$ cat config.mk
export PLATFORM = sky130hd
export DESIGN_NAME = lidar_range_frame_parser_unit
export DESIGN_NICKNAME = d
export VERILOG_FILES = /design/src/hdl/lrfp_pkg.sv /design/src/hdl/lidar_range_frame_parser_unit.sv /design/src/hdl/lrfp_frame_tracker.sv /design/src/hdl/lrfp_range_out.sv
export SDC_FILE = /design/constraint.sdc
export NUM_CORES = 1
export LEC_CHECK = 0
export ABC_AREA = 0
export BUFFER_PORTS_ARGS = -buffer_cell sky130_fd_sc_hd__buf_4
export CORE_MARGIN = 2
export CORE_UTILIZATION = 57
export DETAILED_ROUTE_END_ITERATION = 12
export HOLD_SLACK_MARGIN = 0.06
export PLACE_DENSITY = 0.78
export SLEW_MARGIN = 20
export SYNTH_ARGS = -nofsm -noshare
export SYNTH_HDL_FRONTEND = slang
export SYNTH_SLANG_ARGS = --single-unit
$ cat constraint.sdc
create_clock -name clk -period 6.72 [get_ports clk]
set_input_delay 0 -clock clk [delete_from_list [all_inputs] [get_ports clk]]
set_output_delay 0 -clock clk [all_outputs]
set_load 0.05 [all_outputs]
$ cat src/hdl/lrfp_pkg.sv
// Shared constants and types for the lidar range frame parser.
package lrfp_pkg;

	// Frame layout bytes
	localparam logic [7:0] HDR_BYTE  = 8'hA5;
	localparam logic [7:0] DEV_BYTE  = 8'h03;
	localparam logic [7:0] TYPE_BYTE = 8'h20;
	localparam logic [7:0] MEAS_CMD  = 8'h01;

	localparam int MAX_PAYLOAD_DEF = 30;
	localparam int MIN_MEAS_LEN    = 14;
	localparam int HEAD_LEN        = 7;
	localparam int TAIL_LEN        = 2;

	// Fixed positions within the frame header
	localparam int POS_HDR  = 0;
	localparam int POS_DEV  = 1;
	localparam int POS_TYPE = 2;
	localparam int POS_CMD  = 3;
	localparam int POS_RSVD = 4;
	localparam int POS_LENH = 5;
	localparam int POS_LENL = 6;

	// Payload offsets of the measurement fields
	localparam int CENT_LO_OFS = 6;
	localparam int CENT_HI_OFS = 7;
	localparam int INTS_LO_OFS = 10;
	localparam int INTS_HI_OFS = 11;

	localparam int RAW_W  = 16;
	localparam int DIST_W = 13;
	localparam int STR_W  = 16;
	localparam int MAXD_W = 16;
	localparam int OUT_W  = 32;

	localparam logic [RAW_W-1:0]  RAW_INVALID  = 16'hFFFF;
	localparam logic [MAXD_W-1:0] MAX_DIST_RST = 16'd2000;
	localparam int                DIST_LIMIT   = 6553;

	// floor(x / 10) == (x * 52429) >> 19 for every 16-bit x
	localparam logic [15:0] DIV10_MUL   = 16'd52429;
	localparam int          DIV10_SHIFT = 19;

	typedef struct packed {
		logic              emit;
		logic [RAW_W-1:0]  raw;
		logic [STR_W-1:0]  strength;
	} frame_evt_t;

endpackage

$ cat src/hdl/lidar_range_frame_parser_unit.sv
// A byte accepted into the input register reaches the result register once that register is free.
// Throughput: one byte per cycle while the result register is empty or being read; the frame state
// updates from the input register, and the result register frees the input side.
// A result is produced only on the last byte of a measurement frame.
// Reset (arst_n low) clears the frame position, captured fields and both
// valid flags, and sets max_distance_cm to 2000.
module lidar_range_frame_parser_unit
	import lrfp_pkg::*;
#(
	parameter int MAX_PAYLOAD = MAX_PAYLOAD_DEF
) (
	input  logic              clk,
	input  logic              arst_n,
	input  logic              s_tvalid,
	output logic              s_tready,
	input  logic [7:0]        s_tdata,   // [7:0] rx_byte
	output logic              m_tvalid,
	input  logic              m_tready,
	output logic [OUT_W-1:0]  m_tdata,   // [0] valid_res, [13:1] distance_cm, [29:14] strength
	input  logic              cfg_valid,
	output logic              cfg_ready,
	input  logic [MAXD_W-1:0] cfg_data   // [15:0] max_distance_cm
);

	logic              valid_s1;
	logic [7:0]        byte_s1;
	logic              out_free;
	logic              fire;
	logic [MAXD_W-1:0] max_dist_q;
	frame_evt_t        evt;

	assign out_free  = !m_tvalid || m_tready;
	assign fire      = valid_s1 && out_free;
	assign s_tready  = !valid_s1 || out_free;
	assign cfg_ready = 1'b1;

	always_ff @(posedge clk or negedge arst_n) begin
		if (!arst_n) begin
			valid_s1 <= 1'b0;
		end else if (s_tvalid && s_tready) begin
			valid_s1 <= 1'b1;
		end else if (fire) begin
			valid_s1 <= 1'b0;
		end
	end

	always_ff @(posedge clk) begin
		if (s_tvalid && s_tready)
			byte_s1 <= s_tdata;
	end

	always_ff @(posedge clk or negedge arst_n) begin
		if (!arst_n) begin
			max_dist_q <= MAX_DIST_RST;
		end else if (cfg_valid && cfg_ready) begin
			max_dist_q <= cfg_data;
		end
	end

	lrfp_frame_tracker #(
		.MAX_PAYLOAD(MAX_PAYLOAD)
	) u_tracker (
		.clk     (clk),
		.arst_n  (arst_n),
		.step    (fire),
		.rx_byte (byte_s1),
		.evt     (evt)
	);

	lrfp_range_out u_range (
		.clk      (clk),
		.arst_n   (arst_n),
		.fire     (fire),
		.evt      (evt),
		.max_dist (max_dist_q),
		.m_tready (m_tready),
		.m_tvalid (m_tvalid),
		.m_tdata  (m_tdata)
	);

endmodule

$ cat src/hdl/lrfp_frame_tracker.sv
// Frame position tracking and capture of the measurement fields.
module lrfp_frame_tracker
	import lrfp_pkg::*;
#(
	parameter int MAX_PAYLOAD = MAX_PAYLOAD_DEF
) (
	input  logic       clk,
	input  logic       arst_n,
	input  logic       step,
	input  logic [7:0] rx_byte,
	output frame_evt_t evt
);

	localparam int LEN_W = $clog2(MAX_PAYLOAD + 1);
	localparam int POS_W = $clog2(MAX_PAYLOAD + HEAD_LEN + TAIL_LEN);

	logic [POS_W-1:0] pos_q, pos_d;
	logic [7:0]       cmd_q, cmd_d;
	logic [7:0]       len_hi_q, len_hi_d;
	logic [LEN_W-1:0] len_q, len_d;
	logic [RAW_W-1:0] cent_q, cent_d;
	logic [STR_W-1:0] ints_q, ints_d;
	logic [POS_W:0]   total;
	logic [POS_W:0]   pos_next;

	assign total    = (POS_W+1)'(HEAD_LEN + TAIL_LEN) + (POS_W+1)'(len_q);
	assign pos_next = {1'b0, pos_q} + (POS_W+1)'(1);

	always_comb begin
		pos_d        = pos_q;
		cmd_d        = cmd_q;
		len_hi_d     = len_hi_q;
		len_d        = len_q;
		cent_d       = cent_q;
		ints_d       = ints_q;
		evt.emit     = 1'b0;
		evt.raw      = cent_q;
		evt.strength = ints_q;
		if (step) begin
			case (pos_q)
				POS_W'(POS_HDR): begin
					if (rx_byte == HDR_BYTE)
						pos_d = POS_W'(POS_DEV);
				end
				POS_W'(POS_DEV): begin
					pos_d = (rx_byte == DEV_BYTE) ? POS_W'(POS_TYPE) : POS_W'(POS_HDR);
				end
				POS_W'(POS_TYPE): begin
					pos_d = (rx_byte == TYPE_BYTE) ? POS_W'(POS_CMD) : POS_W'(POS_HDR);
				end
				POS_W'(POS_CMD): begin
					cmd_d = rx_byte;
					pos_d = POS_W'(POS_RSVD);
				end
				POS_W'(POS_RSVD): begin
					pos_d = POS_W'(POS_LENH);
				end
				POS_W'(POS_LENH): begin
					len_hi_d = rx_byte;
					pos_d    = POS_W'(POS_LENL);
				end
				POS_W'(POS_LENL): begin
					if (len_hi_q != 8'd0 || rx_byte == 8'd0 || rx_byte > 8'(MAX_PAYLOAD)) begin
						pos_d = POS_W'(POS_HDR);
					end else begin
						len_d = LEN_W'(rx_byte);
						pos_d = POS_W'(HEAD_LEN);
					end
				end
				default: begin
					if (pos_q == POS_W'(HEAD_LEN + CENT_LO_OFS))
						cent_d[7:0] = rx_byte;
					if (pos_q == POS_W'(HEAD_LEN + CENT_HI_OFS))
						cent_d[15:8] = rx_byte;
					if (pos_q == POS_W'(HEAD_LEN + INTS_LO_OFS))
						ints_d[7:0] = rx_byte;
					if (pos_q == POS_W'(HEAD_LEN + INTS_HI_OFS))
						ints_d[15:8] = rx_byte;
					// The check bytes are counted here and never compared.
					if (pos_next < total) begin
						pos_d = pos_next[POS_W-1:0];
					end else begin
						pos_d    = POS_W'(POS_HDR);
						evt.emit = (cmd_q == MEAS_CMD) && (len_q >= LEN_W'(MIN_MEAS_LEN));
					end
				end
			endcase
		end
	end

	always_ff @(posedge clk or negedge arst_n) begin
		if (!arst_n) begin
			pos_q    <= '0;
			cmd_q    <= '0;
			len_hi_q <= '0;
			len_q    <= '0;
			cent_q   <= '0;
			ints_q   <= '0;
		end else begin
			pos_q    <= pos_d;
			cmd_q    <= cmd_d;
			len_hi_q <= len_hi_d;
			len_q    <= len_d;
			cent_q   <= cent_d;
			ints_q   <= ints_d;
		end
	end

endmodule

$ cat src/hdl/lrfp_range_out.sv
// Distance conversion, range check and the result register.
module lrfp_range_out
	import lrfp_pkg::*;
(
	input  logic              clk,
	input  logic              arst_n,
	input  logic              fire,
	input  frame_evt_t        evt,
	input  logic [MAXD_W-1:0] max_dist,
	input  logic              m_tready,
	output logic              m_tvalid,
	output logic [OUT_W-1:0]  m_tdata
);

	logic [RAW_W+15:0] prod;
	logic [DIST_W-1:0] cm;
	logic              ok;
	logic              valid_q;
	logic [OUT_W-1:0]  data_q;

	// Divide by ten through the reciprocal multiply.
	assign prod = evt.raw * DIV10_MUL;
	assign cm   = prod[DIV10_SHIFT +: DIST_W];
	assign ok   = (evt.raw != '0) && (evt.raw != RAW_INVALID) && (cm != '0)
		&& (MAXD_W'(cm) <= max_dist);

	always_ff @(posedge clk or negedge arst_n) begin
		if (!arst_n) begin
			valid_q <= 1'b0;
		end else if (fire && evt.emit) begin
			valid_q <= 1'b1;
		end else if (m_tready) begin
			valid_q <= 1'b0;
		end
	end

	always_ff @(posedge clk) begin
		if (fire && evt.emit) begin
			data_q <= {2'b00, ok ? evt.strength : {STR_W{1'b0}},
				ok ? cm : {DIST_W{1'b0}}, ok};
		end
	end

	assign m_tvalid = valid_q;
	assign m_tdata  = data_q;

endmodule

Word-level counts from Yosys, hierarchy flattened
Index checks and enable logic that the tools add are counted.

cells by class
  $add $sub $neg = 2
  multiply operators = 1
  div/mod/pow operators = 0
  magnitude comparators = 4
  equal/unequal tests = 16
  shift operators = 0
  mux-type cells = 13
  bitwise operators = 2
  reduce and logical (&&, ||, !) cells = 29

operators with widths
  operator                                                                         number
  6-bit one-hot mux with 7 select lines                                            1
  16-bit by 16-bit multiplier with 32-bit output, second input constant            1
  6-bit by 3-bit equality test with 1-bit output, second input constant            3
  13-bit by 16-bit less-or-equal comparator with 1-bit output                      1
  16-bit != test, second input constant                                            1
  16-bit nonzero test                                                              1
  3-bit AND reduction                                                              5
  13-bit nonzero test                                                              1
  6-bit by 2-bit equality test with 1-bit output, second input constant            2
  6-bit by 4-bit equality test with 1-bit output, second input constant            2
  6-bit by 5-bit equality test with 1-bit output, second input constant            2
  6-bit two-way mux                                                                2
  8-bit by 1-bit equality test with 1-bit output, second input constant            1
  8-bit by 2-bit equality test with 1-bit output, second input constant            1
  8-bit by 6-bit equality test with 1-bit output, second input constant            1
  8-bit equality test, second input constant                                       1
  8-bit by 5-bit greater-than comparator with 1-bit output, second input constant  1
  8-bit logical NOT                                                                1
  8-bit nonzero test                                                               1
  6-bit by 1-bit adder with 7-bit output, second input constant                    1
  1-bit logical AND                                                                7
  7-bit less-than comparator                                                       1
  1-bit two-way mux                                                                7
  7-bit OR reduction                                                               1
  other kinds (12)                                                                 21

word-level totals
  flip-flop bits (word level) = 115
  bits in latches = 0
  memory bits (writable) = 0
  ROM bits = 0
  input bits = 29
  output and inout port bits = 35
  logic and storage cells = 81
  memories = 0

Longest topological paths before layout
  depth after elaboration = 7
  gate-level depth with buffers = 29

Hierarchy
From an unflattened synthesis, not the netlist that was laid out.

second synthesis, totals
  cell total of the unflattened synthesis = 972
  area total of the unflattened synthesis = 10,503.8 um^2

modules (own cells, without submodules)
  module                         times used  cells each  area an instance (um^2)
  lrfp_range_out                 1           689         6,582.6
  lrfp_frame_tracker             1           233         2,956.6
  lidar_range_frame_parser_unit  1           50          964.7

Worst setup path after synthesis
No wires, ideal clock.

  path kind = flip-flop to flip-flop
  start = register u_tracker.cent_q[2]
  end = register u_range.data_q[16] (netlist: u_range.m_tdata[16]), data pin
  library setup time = 0.161 ns
  arrival time = 6.867 ns
  setup slack = -0.308 ns
  stages on the path, launching flop included = 29
  path buffers = 1
  period minus slack after synthesis = 7.028 ns
  cells stage by stage = dfrtp_1 > inv_1 > ha_1 > inv_1 > fa_1 > inv_1 > fa_1 > fa_1 > fa_1 > inv_1 > fa_1 > inv_1 > ha_1 > nand4_1 > nor2_1 > a222oi_1 > nand2_1 > xnor2_1 > inv_1 > ha_1 > o21a_1 > o21a_1 > o21a_1 > o21a_1 > o211ai_1 > a211o_1 > nand2_1 > dlygate4sd1_1 > nor3b_1

between the ends
  cells in the longest elaborated chain, start to end = 4

ends and longest elaborated chain
  what                                                                                                                 line                       source
  start, declared                                                                                                      lrfp_frame_tracker.sv:21   logic [RAW_W-1:0] cent_q, cent_d;
  start signal, assigned                                                                                               lrfp_frame_tracker.sv:104  cent_q <= cent_d;
  16-bit by 16-bit multiplier with 32-bit output (*)                                                                   lrfp_range_out.sv:22       assign prod = evt.raw * DIV10_MUL;
  via u_range.prod[21]                                                                                                 lrfp_range_out.sv:15       logic [RAW_W+15:0] prod;
  parallel branches: the longest is 2 deep, another holds 13-bit by 16-bit less-or-equal comparator with 1-bit output  --
  1-bit logical AND (*)                                                                                                lrfp_range_out.sv:25       && (MAXD_W'(cm) <= max_dist);
  end signal, assigned                                                                                                 lrfp_range_out.sv:39       data_q <= {2'b00, ok ? evt.strength : {STR_W{1'b0}},
  end, declared                                                                                                        lrfp_range_out.sv:19       logic [OUT_W-1:0] data_q;

Mark *: on every way through the listed nets, which the timed path passes.
A chain may end at the register's enable or synchronous reset.

Worst setup path after layout
  start = register u_tracker.cent_q[7]
  end = register u_range.data_q[22] (netlist: u_range.m_tdata[22]), data pin

Same word-level chain as after synthesis.

==> qor.txt <==
Outcome: finished with violations
Failing checks: negative setup slack
I/O Pins: 64
Buffers & Inverters on Critical Path: 7
Fmax: 142 MHz
PwrDens: 354 nW/µm²
# diodes: 0
Cell Int Power: 0.00262 W
CP Max Fanout: 5
Avg Inst Size Synth: 10.7 µm²
Worst slack, placed: -0.261 ns
Area Overhead vs Synth: 29.7%
Synth Cell Area: 10200 µm²
CTS tree: done
CP required: 6.98 ns
RSZ-0062 raised after global routing: yes
Max_cap viols: 0
Worst-skew pair later-pin latency: 0.43 ns
Worst path max stage delay: 0.54 ns
Worst vdd ir: 0.00108 V
Gate power share: 0.613
Design Area, Final: 13300 µm²
DIE WIDTH: 138 µm
DR pass1 iterations: 6
Top cells by area, synth: ha_1, dfrtp_1, fa_1
First-pass GRT wire length: 47200 µm
Longest Clk Path Bufs: 2
Ys flop type: dfrtp_1
Cell row count: 48
Vias: 8366
GR Util All Layers: 0.336
Hold crit path type: in -> reg
Placeable Area: 17400 µm²
Share of layout cells above drive strength 1: 0.305
Full die area: 19000 µm²
Yosys warns: 0
Post-synth EDFFs: 38
Via/cell ratio: 5.98
DRC: 0
Hold Fails Final Rpt: 0
Starting Density: 0.587
Top-count cell post-synth: inv_1
Power share of the clock group: 0.188
Synth cell count leaders: inv_1, ha_1, fa_1, dfrtp_1, mux2_2
Min Tclk post-route: 7.04 ns
NetSw: 0.00208 W
Routability-driven placement congestion ratio: 0.969
Synth cell types: 67
Worst setup path class: reg -> reg
R2R Setup Slk: -0.32 ns
Pleak: 6.41 nW
Synth top area share: 0.198
HPWL reported at the end of detailed placement: 19100 µm
Largest net degree at the start of global routing: 71
CP Capture Type: register
Slowest stage cell, crit path: fa_1
Final wirelength: 31400 µm
Final cycle utilization of the critical path: 1.05
Cell taking the most area after synthesis: ha_1
Crit-path most repeated cell: fa_1
Initial antenna violation count: 0
Vias in the first global route: 8639
Die Ht: 138 µm
Clock transition at path regs: 0.06 ns
CP startpoint kind: register
Seq pwr share: 0.199
DRT iter0 DRCs: 771
Worst setup margin: -0.324 ns
# port buffers: 60
Slew HR: 0.371
Final ANT Viol Nets: 0
Gr ovfl total: 0
Final Skew: 0.0121 ns
WHS: 0.298 ns
Post-synth ARST share: 0.670
Mapped Cells: 956
Root Buffer: clkbuf_16
DP Area: 11400 µm²
H-tree depth: 4
Synth Register Bits: 115
Final setup viols: 30
Worst path top cell family by delay: adder cells
CP arrival: 7.30 ns
WL per Instance: 22.5 µm
Cts bufs inserted: 17
Final slew viol count: 0
Nets: 1431
Sw Share: 0.443
Sequential fraction of the synthesis area: 0.301
TritonCTS Sinks: 115
Slew @ Worst Pin: 0.938 ns
## routing by layer
metal,track usage,vias to the layer above,part of all wire
li1,-,3640,-
met1,0.421,4120,0.39
met2,0.579,468,0.49
met3,0.0632,138,0.068
met4,0.130,0,0.050
met5,0,-,0
## state kept, by name (all words and copies together), names as in the netlist
register and flops:
u_range.m_tvalid 1, u_tracker.len_hi_q 8, u_tracker.pos_q 6, u_tracker.cmd_q 8, byte_s1 8, valid_s1 1, u_tracker.ints_q 16, u_tracker.len_q 5
u_tracker.cent_q 16, max_dist_q 16, u_range.m_tdata 30
## metrics by stage
| stage | power, W | setup TNS, ns | std cells | util |
|---|---|---|---|---|
| finish | 0.00470 | -7.42 | 1398 | 0.762 |
| global route | 0.00494 | -11.96 | 1398 | 0.762 |
| CTS | 0.00438 | 0 | 1391 | 0.743 |
| detailed placement | 0.00314 | -4.64 | 1286 | 0.653 |
| global placement | 0.00310 | -0.320 | 1286 | 0.653 |
| floorplan | 0.00243 | 0 | 957 | - |
## power groups by stage
| stage | sequential (W) | clock (W) | combinational [W] |
|---|---|---|---|
| floorplan | 0.000894 | 0 | 0.00154 |
| global placement | 0.000920 | 0 | 0.00218 |
| detailed placement | 0.000926 | 0 | 0.00221 |
| CTS | 0.000918 | 0.000862 | 0.00260 |
| global route | 0.000941 | 0.000909 | 0.00309 |
| finish | 0.000933 | 0.000884 | 0.00288 |
## final cells by class
type,instances,area (µm²)
multi-input cells,628,6830
fillers,1021,4150
flip-flops and latches,115,3090
repair buffers,207,1790
inverters,191,719
clock buffers,18,429
well taps,225,282
clock inverters,14,133
## cells in the final DEF, fill, tap and decap left out, drive strengths merged, types with 3 or more instances in the layout
cell         count
clkbuf          18
conb             3
clkinv           7
ha             162
and2             3
a32o             3
nand4           13
a21oi           31
nand2           51
o211ai           6
a31oi            4
mux2            56
dlygate4sd3     58
dfstp            6
nand3           11
and3            13
clkinvlp         4
nor3b           17
and4             3
inv            193
o21a             9
buf            149
o21ai           36
nor4             9
fa              80
nor3            13
nand2b           6
xnor2           12
nor2            26
a211oi           5
dfrtp           71
edfxtp          38
a21o             9
xor2            12
o31ai            3
## kinds of logic after synthesis
group,synth area share
AO/OA/AOI/OAI,0.0804
XOR/XNOR,0.0206
adder cells (fa/ha/maj),0.355
buffers and inverters,0.0843
flip-flops,0.301
multiplexers,0.0617
other,0.000734
AND/OR/NAND/NOR,0.0967
## final timing paths
check / start / end / depth (start not counted)
max: u_tracker.cent_q[7] / u_range.m_tdata[22] / 28
min: s_tdata[5] / byte_s1[5] / 2
max reg2reg: u_tracker.cent_q[7] / u_range.m_tdata[22] / 28
min reg2reg: u_tracker.ints_q[12] / u_tracker.ints_q[12] / 1
max in group asynchronous: arst_n / u_tracker.cent_q[1] / 4
min in group asynchronous: arst_n / max_dist_q[4] / 3
## repair_timing
action	4_1_cts	5_1_grt
hold endpoints to repair	98	0
gates resized for setup	47	66
pin swaps	41	50
buffers inserted	13	7
endpoints found under the setup margin	30	30
hold buffers	58	0
gates cloned	2	0
(Power assumes the default switching activity.)
